[src/rtl/nepm_pkg.sv]
// ----------------------------------------------------------------------------
// nepm_pkg
// Types and constants shared by the exact pattern matcher modules.
// ----------------------------------------------------------------------------
`timescale 1ns / 1ps
`default_nettype none

package nepm_pkg;

    localparam int C_MAX_PATTERN   = 128;
    localparam int C_POSITION_BITS = 32;

    // Item kinds after classification
    typedef logic t_kind;
    localparam t_kind K_PATTERN = 1'b0;
    localparam t_kind K_TEXT    = 1'b1;

    typedef struct packed {
        logic       command;
        logic [7:0] symbol;
        logic       first;
        logic       last;
    } t_in_item;

    typedef struct packed {
        logic        is_match;
        logic [31:0] match_start;
        logic        done_res;
    } t_out_item;

    // Classified transaction between front and back
    typedef struct packed {
        t_kind      kind;
        logic       first;
        logic       last;
        logic [7:0] symbol;
    } t_cmd;

endpackage

`default_nettype wire

[src/rtl/nepm_front.sv]
// ----------------------------------------------------------------------------
// nepm_front
// Accepts input transactions, classifies them and queues them (two entries)
// for the match engine.
// ----------------------------------------------------------------------------
`timescale 1ns / 1ps
`default_nettype none

module nepm_front (
    input  logic              i_clk,
    input  logic              i_rst_n,
    input  logic              push,
    output logic              full,
    input  nepm_pkg::t_in_item i_item,
    output logic              o_cmd_vld,
    output nepm_pkg::t_cmd    o_cmd,
    input  logic              i_cmd_pop
);
    import nepm_pkg::*;

    t_cmd       r_q [2];
    logic       r_wr;
    logic       r_rd;
    logic [1:0] r_cnt;
    logic [1:0] n_cnt;
    t_cmd       cls;
    logic       do_push;
    logic       do_pop;

    always_comb begin
        cls.kind   = i_item.command ? K_TEXT : K_PATTERN;
        cls.first  = i_item.first;
        // last only matters on text
        cls.last   = i_item.command & i_item.last;
        cls.symbol = i_item.symbol;
    end

    assign full      = (r_cnt == 2'd2);
    assign o_cmd_vld = (r_cnt != 2'd0);
    assign o_cmd     = r_q[r_rd];
    assign do_push   = push & ~full;
    assign do_pop    = i_cmd_pop & o_cmd_vld;

    always_comb begin
        n_cnt = r_cnt;
        if (do_push & ~do_pop) begin
            n_cnt = r_cnt + 2'd1;
        end else if (do_pop & ~do_push) begin
            n_cnt = r_cnt - 2'd1;
        end
    end

    always_ff @(posedge i_clk) begin
        if (do_push) begin
            r_q[r_wr] <= cls;
        end
    end

    always_ff @(posedge i_clk) begin
        if (!i_rst_n) begin
            r_wr  <= 1'b0;
            r_rd  <= 1'b0;
            r_cnt <= 2'd0;
        end else begin
            r_cnt <= n_cnt;
            if (do_push) begin
                r_wr <= ~r_wr;
            end
            if (do_pop) begin
                r_rd <= ~r_rd;
            end
        end
    end

endmodule

`default_nettype wire

[src/rtl/nepm_back.sv]
// ----------------------------------------------------------------------------
// nepm_back
// Match engine: stores pattern symbols, keeps the circular text window and,
// per text symbol once it holds the pattern length, walks one pair per cycle.
// ----------------------------------------------------------------------------
`timescale 1ns / 1ps
`default_nettype none

module nepm_back #(
    parameter int MAX_PATTERN   = nepm_pkg::C_MAX_PATTERN,
    parameter int POSITION_BITS = nepm_pkg::C_POSITION_BITS
) (
    input  logic               i_clk,
    input  logic               i_rst_n,
    input  logic               i_cmd_vld,
    input  nepm_pkg::t_cmd     i_cmd,
    output logic               o_cmd_pop,
    output logic               o_res_vld,
    output nepm_pkg::t_out_item o_res,
    input  logic               i_res_full
);
    import nepm_pkg::*;

    localparam int IDX_W = (MAX_PATTERN > 1) ? $clog2(MAX_PATTERN) : 1;
    localparam int LEN_W = $clog2(MAX_PATTERN + 1);
    localparam logic [IDX_W-1:0] LAST_IDX = IDX_W'(MAX_PATTERN - 1);
    localparam logic [LEN_W-1:0] MAX_LEN  = LEN_W'(MAX_PATTERN);

    localparam logic [1:0] S_IDLE = 2'd0;
    localparam logic [1:0] S_CMP  = 2'd1;
    localparam logic [1:0] S_EMIT = 2'd2;

    logic [1:0]               r_state;
    logic [1:0]               n_state;
    logic [LEN_W-1:0]         r_len;
    logic [LEN_W-1:0]         r_fill;
    logic [IDX_W-1:0]         r_head;
    logic [POSITION_BITS-1:0] r_pos;
    logic [POSITION_BITS-1:0] r_start;
    logic [LEN_W-1:0]         r_cnt;
    logic [IDX_W-1:0]         r_rd_ptr;
    logic                     r_chk_vld;
    logic                     r_miss;
    logic                     r_last;
    logic                     r_hit;

    logic [7:0] pat_mem [MAX_PATTERN];
    logic [7:0] win_mem [MAX_PATTERN];
    logic [7:0] r_pat_q;
    logic [7:0] r_win_q;

    logic                     take;
    logic                     is_text;
    logic [IDX_W-1:0]         head_eff;
    logic [LEN_W-1:0]         fill_eff;
    logic [POSITION_BITS-1:0] pos_eff;
    logic [IDX_W-1:0]         head_new;
    logic [LEN_W-1:0]         fill_new;
    logic                     can_hit;
    logic [IDX_W-1:0]         back_i;
    logic [IDX_W-1:0]         rd_first;
    logic                     pat_we;
    logic [IDX_W-1:0]         pat_waddr;
    logic                     issue;
    logic                     cmp_done;

    assign take      = (r_state == S_IDLE) && i_cmd_vld;
    assign o_cmd_pop = take;
    assign is_text   = (i_cmd.kind == K_TEXT);

    // Window bookkeeping for the incoming text symbol; first restarts the text
    always_comb begin
        head_eff = i_cmd.first ? '0 : r_head;
        fill_eff = i_cmd.first ? '0 : r_fill;
        pos_eff  = i_cmd.first ? '0 : r_pos;
        head_new = (head_eff == LAST_IDX) ? '0 : head_eff + IDX_W'(1);
        fill_new = (fill_eff == MAX_LEN) ? fill_eff : fill_eff + LEN_W'(1);
        can_hit  = (r_len != '0) && (fill_new >= r_len);
        back_i   = IDX_W'(r_len - LEN_W'(1));
        if (head_new >= back_i) begin
            rd_first = head_new - back_i;
        end else begin
            rd_first = IDX_W'({1'b0, head_new} + (IDX_W+1)'(MAX_PATTERN) - {1'b0, back_i});
        end
    end

    assign pat_we    = take && !is_text && (i_cmd.first || (r_len != MAX_LEN));
    assign pat_waddr = i_cmd.first ? '0 : r_len[IDX_W-1:0];

    assign issue    = (r_cnt != r_len);
    assign cmp_done = !issue && !r_chk_vld;

    always_ff @(posedge i_clk) begin
        if (pat_we) begin
            pat_mem[pat_waddr] <= i_cmd.symbol;
        end
        r_pat_q <= pat_mem[r_cnt[IDX_W-1:0]];
    end

    always_ff @(posedge i_clk) begin
        if (take && is_text) begin
            win_mem[head_new] <= i_cmd.symbol;
        end
        r_win_q <= win_mem[r_rd_ptr];
    end

    always_comb begin
        n_state = r_state;
        case (r_state)
            S_IDLE: begin
                if (take && is_text) begin
                    if (can_hit) begin
                        n_state = S_CMP;
                    end else if (i_cmd.last) begin
                        n_state = S_EMIT;
                    end
                end
            end
            S_CMP: begin
                if (cmp_done) begin
                    n_state = (!r_miss || r_last) ? S_EMIT : S_IDLE;
                end
            end
            S_EMIT: begin
                if (!i_res_full) begin
                    n_state = S_IDLE;
                end
            end
            default: n_state = S_IDLE;
        endcase
    end

    // Control state
    always_ff @(posedge i_clk) begin
        if (!i_rst_n) begin
            r_state   <= S_IDLE;
            r_len     <= '0;
            r_fill    <= '0;
            r_head    <= '0;
            r_pos     <= '0;
            r_chk_vld <= 1'b0;
        end else begin
            r_state   <= n_state;
            r_chk_vld <= (r_state == S_CMP) && issue;
            if (pat_we) begin
                r_len <= i_cmd.first ? LEN_W'(1) : r_len + LEN_W'(1);
            end
            if (take && is_text) begin
                r_head <= head_new;
                r_fill <= fill_new;
                r_pos  <= pos_eff + POSITION_BITS'(1);
            end
            // end of text: drop the window state
            if ((r_state == S_EMIT) && !i_res_full && r_last) begin
                r_head <= '0;
                r_fill <= '0;
                r_pos  <= '0;
            end
        end
    end

    // Compare walk and result payload
    always_ff @(posedge i_clk) begin
        if (take && is_text) begin
            r_last   <= i_cmd.last;
            r_hit    <= 1'b0;
            r_cnt    <= '0;
            r_rd_ptr <= rd_first;
            r_miss   <= 1'b0;
            r_start  <= pos_eff - POSITION_BITS'(r_len) + POSITION_BITS'(1);
        end else if (r_state == S_CMP) begin
            if (issue) begin
                r_cnt    <= r_cnt + LEN_W'(1);
                r_rd_ptr <= (r_rd_ptr == LAST_IDX) ? '0 : r_rd_ptr + IDX_W'(1);
            end
            if (r_chk_vld && (r_pat_q != r_win_q)) begin
                r_miss <= 1'b1;
            end
            if (cmp_done) begin
                r_hit <= !r_miss;
            end
        end
    end

    assign o_res_vld = (r_state == S_EMIT);

    always_comb begin
        o_res.is_match    = r_hit;
        o_res.match_start = r_hit ? 32'(r_start) : 32'd0;
        o_res.done_res    = r_last;
    end

endmodule

`default_nettype wire

[src/rtl/nepm_outq.sv]
// ----------------------------------------------------------------------------
// nepm_outq
// Two-entry result queue; decouples the match engine from the consumer.
// ----------------------------------------------------------------------------
`timescale 1ns / 1ps
`default_nettype none

module nepm_outq (
    input  logic                i_clk,
    input  logic                i_rst_n,
    input  logic                i_wr,
    input  nepm_pkg::t_out_item i_res,
    output logic                o_full,
    output logic                empty,
    input  logic                pop,
    output nepm_pkg::t_out_item o_result
);
    import nepm_pkg::*;

    t_out_item  r_q [2];
    logic       r_wr;
    logic       r_rd;
    logic [1:0] r_cnt;
    logic [1:0] n_cnt;
    logic       do_wr;
    logic       do_rd;

    assign o_full   = (r_cnt == 2'd2);
    assign empty    = (r_cnt == 2'd0);
    assign o_result = r_q[r_rd];
    assign do_wr    = i_wr & ~o_full;
    assign do_rd    = pop & ~empty;

    always_comb begin
        n_cnt = r_cnt;
        if (do_wr & ~do_rd) begin
            n_cnt = r_cnt + 2'd1;
        end else if (do_rd & ~do_wr) begin
            n_cnt = r_cnt - 2'd1;
        end
    end

    always_ff @(posedge i_clk) begin
        if (do_wr) begin
            r_q[r_wr] <= i_res;
        end
    end

    always_ff @(posedge i_clk) begin
        if (!i_rst_n) begin
            r_wr  <= 1'b0;
            r_rd  <= 1'b0;
            r_cnt <= 2'd0;
        end else begin
            r_cnt <= n_cnt;
            if (do_wr) begin
                r_wr <= ~r_wr;
            end
            if (do_rd) begin
                r_rd <= ~r_rd;
            end
        end
    end

endmodule

`default_nettype wire

[src/rtl/naive_exact_pattern_matcher_top.sv]
// ----------------------------------------------------------------------------
// naive_exact_pattern_matcher_top
// Exact pattern search over a text stream; reports match start indices and
// a done result on the final text symbol.
//
//   channel   handshake        payload
//   input     push / full      i_item   (command, symbol, first, last)
//   result    empty / pop      o_result (is_match, match_start, done_res)
//
// A pattern symbol is stored in the pattern memory. When the window holds at
// least m symbols (m = pattern length), a text symbol starts a walk over the
// pattern and window memories, one byte pair per cycle; a match or the final
// text symbol then posts a result. Two-entry queues on both sides let input
// and output stall independently. Reset is synchronous, active low, and
// leaves pattern and text empty; no clearing pass is needed.
// ----------------------------------------------------------------------------
`timescale 1ns / 1ps
`default_nettype none

module naive_exact_pattern_matcher_top #(
    parameter int MAX_PATTERN   = nepm_pkg::C_MAX_PATTERN,
    parameter int POSITION_BITS = nepm_pkg::C_POSITION_BITS
) (
    input  logic                i_clk,
    input  logic                i_rst_n,
    input  logic                push,
    output logic                full,
    input  nepm_pkg::t_in_item  i_item,
    output logic                empty,
    input  logic                pop,
    output nepm_pkg::t_out_item o_result
);
    import nepm_pkg::*;

    logic      cmd_vld;
    t_cmd      cmd;
    logic      cmd_pop;
    logic      res_vld;
    t_out_item res;
    logic      res_full;

    nepm_front u_front (
        .i_clk     (i_clk),
        .i_rst_n   (i_rst_n),
        .push      (push),
        .full      (full),
        .i_item    (i_item),
        .o_cmd_vld (cmd_vld),
        .o_cmd     (cmd),
        .i_cmd_pop (cmd_pop)
    );

    nepm_back #(
        .MAX_PATTERN   (MAX_PATTERN),
        .POSITION_BITS (POSITION_BITS)
    ) u_back (
        .i_clk      (i_clk),
        .i_rst_n    (i_rst_n),
        .i_cmd_vld  (cmd_vld),
        .i_cmd      (cmd),
        .o_cmd_pop  (cmd_pop),
        .o_res_vld  (res_vld),
        .o_res      (res),
        .i_res_full (res_full)
    );

    nepm_outq u_outq (
        .i_clk    (i_clk),
        .i_rst_n  (i_rst_n),
        .i_wr     (res_vld),
        .i_res    (res),
        .o_full   (res_full),
        .empty    (empty),
        .pop      (pop),
        .o_result (o_result)
    );

endmodule

`default_nettype wire

[config.mk]
export PLATFORM = sky130hd
export DESIGN_NAME = naive_exact_pattern_matcher_top
export DESIGN_NICKNAME = d
export VERILOG_FILES = /design/src/rtl/nepm_pkg.sv /design/src/rtl/nepm_front.sv /design/src/rtl/nepm_back.sv /design/src/rtl/nepm_outq.sv /design/src/rtl/naive_exact_pattern_matcher_top.sv
export SDC_FILE = /design/constraint.sdc
export NUM_CORES = 2
export LEC_CHECK = 0
export BUFFER_PORTS_ARGS = -buffer_cell sky130_fd_sc_hd__buf_4
export CORE_UTILIZATION = 40
export DETAILED_ROUTE_END_ITERATION = 12
export REMOVE_ABC_BUFFERS = 1
export SYNTH_ARGS = -nofsm -noshare
export SYNTH_HDL_FRONTEND = slang
export SYNTH_HIERARCHICAL = 1
export SYNTH_SLANG_ARGS = --single-unit
[constraint.sdc]
create_clock -name i_clk -period 12.31 [get_ports i_clk]
set_input_delay 1.8465 -clock i_clk [delete_from_list [all_inputs] [get_ports i_clk]]
set_output_delay 1.8465 -clock i_clk [all_outputs]
set_load 0.05 [all_outputs]
---- After elaboration in Yosys (flattened, before gate mapping) ----
Memories as Yosys holds them, arrays and structs flattened. A register that Yosys moved wholly into a read port is not among the register bits.
Index checks and enable logic that the tools add are counted.
cells by class
  $lt $le $gt $ge ......................... 2
  muxes and demuxes ....................... 37
  bitwise logic cells ..................... 21
  eq/ne operators ......................... 14
  $add $sub $neg .......................... 16
  reductions and logical operators ........ 31
operators with widths
  kind                                              count
  adder 32 x 1 -> 32 bit, second input constant     2
  two-way mux 32 bit                                2
  two-way mux 7 bit                                 8
  subtractor 32 x 8 -> 32 bit                       1
  adder 8 x 1 -> 8 bit, second input constant       3
  two-way mux 8 bit                                 3
  adder 7 x 1 -> 7 bit, second input constant       3
  two-way mux 2 bit                                 10
  != test 8 bit                                     2
  == test 7 bit, second input constant              2
  subtractor 7 bit                                  2
  two-way mux 1 bit                                 13
  NOT 1 bit                                         12
  logical AND 1 bit                                 10
  nonzero test 2 bit                                5
  bitwise AND 1 bit                                 9
  == test 8 bit, second input constant              1
  >= comparator 8 bit                               1
  != test 8 bit, second input constant              1
  AND reduction 2 bit                               4
  nonzero test 8 bit                                1
  >= comparator 7 bit                               1
  subtractor 7 x 1 -> 7 bit, second input constant  1
  == test 2 bit, second input constant              3
  other kinds (12)                                  21
word-level totals
  flip-flop bits (word level) ............. 116
  memories ................................ 4
  bits in writable memories ............... 2,138
  logic and storage cells ................. 143
  input port bits ......................... 15
  output and inout bits ................... 36
memories
  name            words  width  read ports  clocked after memory_dff  wr ports  line              source
  u_back.pat_mem  128    8      1           1                         1         nepm_back.sv:47   logic [7:0] pat_mem [MAX_PATTERN];
  u_back.win_mem  128    8      1           1                         1         nepm_back.sv:48   logic [7:0] win_mem [MAX_PATTERN];
  u_outq.r_q      2      34     1           1                         1         nepm_outq.sv:20   t_out_item r_q [2];
  u_front.r_q     2      11     1           1                         1         nepm_front.sv:21  t_cmd r_q [2];

---- Logic depth before layout (Yosys ltp) ----
  word-level depth ........................ 8
  gate-level depth with buffers ........... 22
  gate-level depth less buffers ........... 17

---- Hierarchy ----
The synthesis kept the hierarchy.
modules (own cells, without submodules)
  module      area each (sq um)  cells an instance  sequential area each (sq um)  instances
  nepm_back   87,293.7           4,337              64,381.7                      1
  nepm_outq   2,686.3            131                2,142.1                       1
  nepm_front  1,032.2            60                 760.7                         1

---- Worst setup path after synthesis ----
Ideal clock, no wire load.
  path type ............................... reg-to-reg
  start ................................... register with a tool-made name
  end ..................................... register u_back.r_start[31], data pin
  clock period less this slack ............ 4,590 ps
  setup time .............................. 267 ps
  data required time ...................... 12,043 ps
  arrival time ............................ 4,323 ps
  setup slack ............................. 7,720 ps
  cell stages (with the launch flop) ...... 22
  buffers on the path ..................... 5
  cells stage by stage .................... dfxtp_1 > buf_2 > mux2_2 > buf_2 > clkbuf_1 > clkbuf_1 > clkbuf_1 > nand2b_1 > ha_1 > inv_1 > ha_1 > inv_1 > fa_1 > nor2b_1 > o31a_1 > a211o_1 > a21oi_1 > o21ai_1 > a31oi_1 > o31ai_1 > a221oi_1 > xor2_1
RTL lines
  what                  line              source
  to (signal assigned)  nepm_back.sv:170  r_start <= pos_eff - POSITION_BITS'(r_len) + POSITION_BITS'(1);
  to (decl)             nepm_back.sv:39   logic [POSITION_BITS-1:0] r_start;

==> out/metrics.csv <==
metric;value;unit
status;completed;
peakVddDrop;0.158;mV
drive_gt1_frac;0.238;
routed_via_density;5.61;
min_delay_path_depth;2;
cpPeakStageDelay;0.87;ns
ys_ff_latch;2272;
worst_setup_path_end_kind;flip-flop;
drc;0;
grt_max_degree;142;
vias;43800;
finalHoldViolations;0;
start_kind;flip-flop;
slew_headroom;0.177;
postCtsHoldBufs;0;
crit_family;simple AND/OR/NAND/NOR gates;
ctsResizeCount;0;
r2r_cells;12;
portBuffers;50;
cp.required;12.78;ns
slowest_stage;dfxtp_1;
place.gp.congestion;0.782;
period_minus_slack;5.48;ns
core-area;0.226;mm²
antenna_found_initial;5;
synth_edf_count;2178;
synthDominantCellAreaShare;0.719;
cts_tree;yes;
holdCritPathClass;reg -> reg;
fin_crit_sh;0.445;
postCtsSetupBuffers;0;
worstPathMaxFanout;74;
htreeDepth;4;
r2r_end;u_back/win_mem[113][1];
num_rows;174;
layout.nets;4730;
syn_avg_cell_area;20.1;µm²
worstSetupPathType;reg -> reg;
hold_start;u_back/r_fill[1];
synth-seq-area-share;0.739;
worstMarginPinSlew;1.23;ns
r2r_setup_slack;6.83;ns
postSynth.asyncResetShare;0;
min_to;u_back/r_fill[1];
crit_arrival;5.95;ns
synth_ff_type;edfxtp_1;
synth.largest_area_cell;edfxtp_1;
initial_core_util;0.404;
cts_buffers;216;
grt_pass1_wl;306;mm
worst-path-buf-inv;1;
clock_path_buffers;3;
clock-sinks;2272;
max_freq;182;MHz
power_density;196;mW/mm²
path_cells;mux2_2 > buf_4 > nor2b_1 > ha_1 > nand3_1 > nor4bb_1 > nand2_1 > nand2b_1 > nor2_1 > nor3_2 > nand2_1 > nor2_1;
fin_hold_ws;0.479;ns
hpwl;120;mm
die_y;479;µm
grt_overflow;0;
drt_iter0_markers;4556;
ios;51;
power_leakage;31.6;nW
die_area;0.229;mm²
netlist_instances;4528;
netlist-cell-type-count;71;
grt_pass1_vias;43900;
clock_skew;0.0240;ns
drv_cap;0;
yosys-top-cells-area;edfxtp_1 72%, mux4_2 15%, dfxtp_1 2.1%;
area_growth;11.9;%
rsz0062_at_grt;false;
die_w;479;µm
ys_warn_count;6;
finalSetupTns;0;ns
clkTransAtPathRegs;0.06;ns
final-max-slew-violation-count;0;
ant_nets;0;
wl_per_cell;26.6;µm
setup_viol;0;
root_buffer;clkbuf_16;
first_pass_iters;5;
clk_latency;0.84;ns
routed_wl;207;mm
synth_area;0.0910;mm²
grt_use_total;0.181;
==> cell usage in the layout, fill, tap and decap left out, types with 33 or more instances in the layout <==
master	n
a211oi_1	34
a21oi_1	84
and2_1	47
buf_4	109
clkbuf_16	222
clkinv_1	51
clkinv_2	38
dfxtp_1	89
edfxtp_1	2178
ha_1	84
inv_1	57
mux2_2	56
mux2i_1	68
mux4_2	613
nand2_1	132
nand2b_1	33
nand3_1	34
nor2_1	379
nor2b_1	38
o21ai_0	45
xnor2_1	61
xor2_1	49
==> worst max path at each step <==
| stage | to | slack (ns) | depth (start not counted) |
|---|---|---|---|
| finish | u_back/win_mem[113][1] | 6.83 | 12 |
| global route | u_back/win_mem[116][2] | 6.37 | 12 |
| CTS | u_back/win_mem[116][5] | 6.76 | 12 |
| detailed placement | u_back/win_mem[19][1] | 6.83 | 12 |
| global placement | u_back/win_mem[123][7] | 6.15 | 11 |
| floorplan | u_back/r_pat_q[7] | 0.28 | 6 |
==> layer usage <==
layer	part of all wire	track usage
met1	0.44	0.263
met2	0.48	0.283
met3	0.062	0.0298
met4	0.020	0.0453
met5	0.00012	0
==> sequential cells by signal, summed over array words and instances, names as in the netlist, 2 cells and up, named ones only <==
register,count
u_back/pat_mem,1024
u_back/win_mem,1024
u_outq/r_q,68
u_back/r_pos,32
u_back/r_start,32
u_front/r_q,22
u_back/r_cnt,8
u_back/r_fill,8
u_back/r_len,8
u_back/r_pat_q,8
u_back/r_win_q,8
u_back/r_head,7
u_back/r_rd_ptr,7
u_back/r_state,2
u_front/r_cnt,2
u_outq/r_cnt,2
==> cell usage after synthesis (all sizes together), types with 9 or more instances <==
| cell type | number |
|---|---|
| dfxtp | 94 |
| mux4 | 613 |
| mux2 | 65 |
| nand4 | 12 |
| ha | 84 |
| edfxtp | 2178 |
| xor2 | 49 |
| nand2 | 141 |
| clkbuf | 86 |
| a31oi | 12 |
| nor3 | 21 |
| mux2i | 68 |
| nand2b | 33 |
| a211oi | 34 |
| a21o | 20 |
| and3 | 10 |
| nand3 | 35 |
| and2 | 47 |
| buf | 146 |
| nor2b | 38 |
| xnor2 | 61 |
| inv | 61 |
| a21oi | 84 |
| nor2 | 380 |
| nor4 | 9 |
| o22ai | 13 |
| o21ai | 50 |
==> kinds of logic (layout without fill, tap and decap cells) <==
family / count (synthesis) / count (layout) / synth area share
compound gates: 270 / 270 / 0.0187
xor+xnor: 110 / 110 / 0.0106
fa+ha+maj: 86 / 86 / 0.0120
buf+inv: 294 / 579 / 0.0151
flops: 2272 / 2272 / 0.739
mux: 746 / 746 / 0.167
other cells: 0 / 1 / 0
simple gates: 750 / 750 / 0.0371
==> report_power, final <==
part           switching (mW)  internal (mW)  leakage [nW]  total (mW)
Clock                    2.85           3.80          3.45        6.66
Sequential              0.102           9.35          20.4        9.45
Combinational            2.49           1.33          7.77        3.82
==> final cells by class <==
type	instances	area [µm²]
fill	18900	124000
sequential	2272	67300
multi-input combinational	1962	22500
clock buffer	262	5800
tap	2992	3740
clock inverter	140	1330
timing repair buffer	115	938
inverter	62	233
antenna	1	2.50
==> worst reg2reg max path, stage by stage, from the launching register on <==
cell and delay, ns:
dfxtp_1 0.87, mux2_2 0.42, buf_4 0.31, nor2b_1 0.33
ha_1 0.21, nand3_1 0.12, nor4bb_1 0.41, nand2_1 0.14
nand2b_1 0.19, nor2_1 0.13, nor3_2 0.79, nand2_1 0.49
nor2_1 0.72
==> through the flow <==
stage,worst slack (ns),utilization,instances,instance area [µm²],power [mW]
6_report,6.83,0.452,7806,102000,19.9
2_1_floorplan,0.279,-,4296,89900,12.5
5_1_grt,6.37,0.452,7806,102000,20.6
4_1_cts,6.76,0.452,7805,102000,20.2
3_5_place_dp,6.83,0.420,7403,94700,13.5
3_3_place_gp,6.15,0.420,7402,94700,13.5
Power figures use the tool's default switching activity.
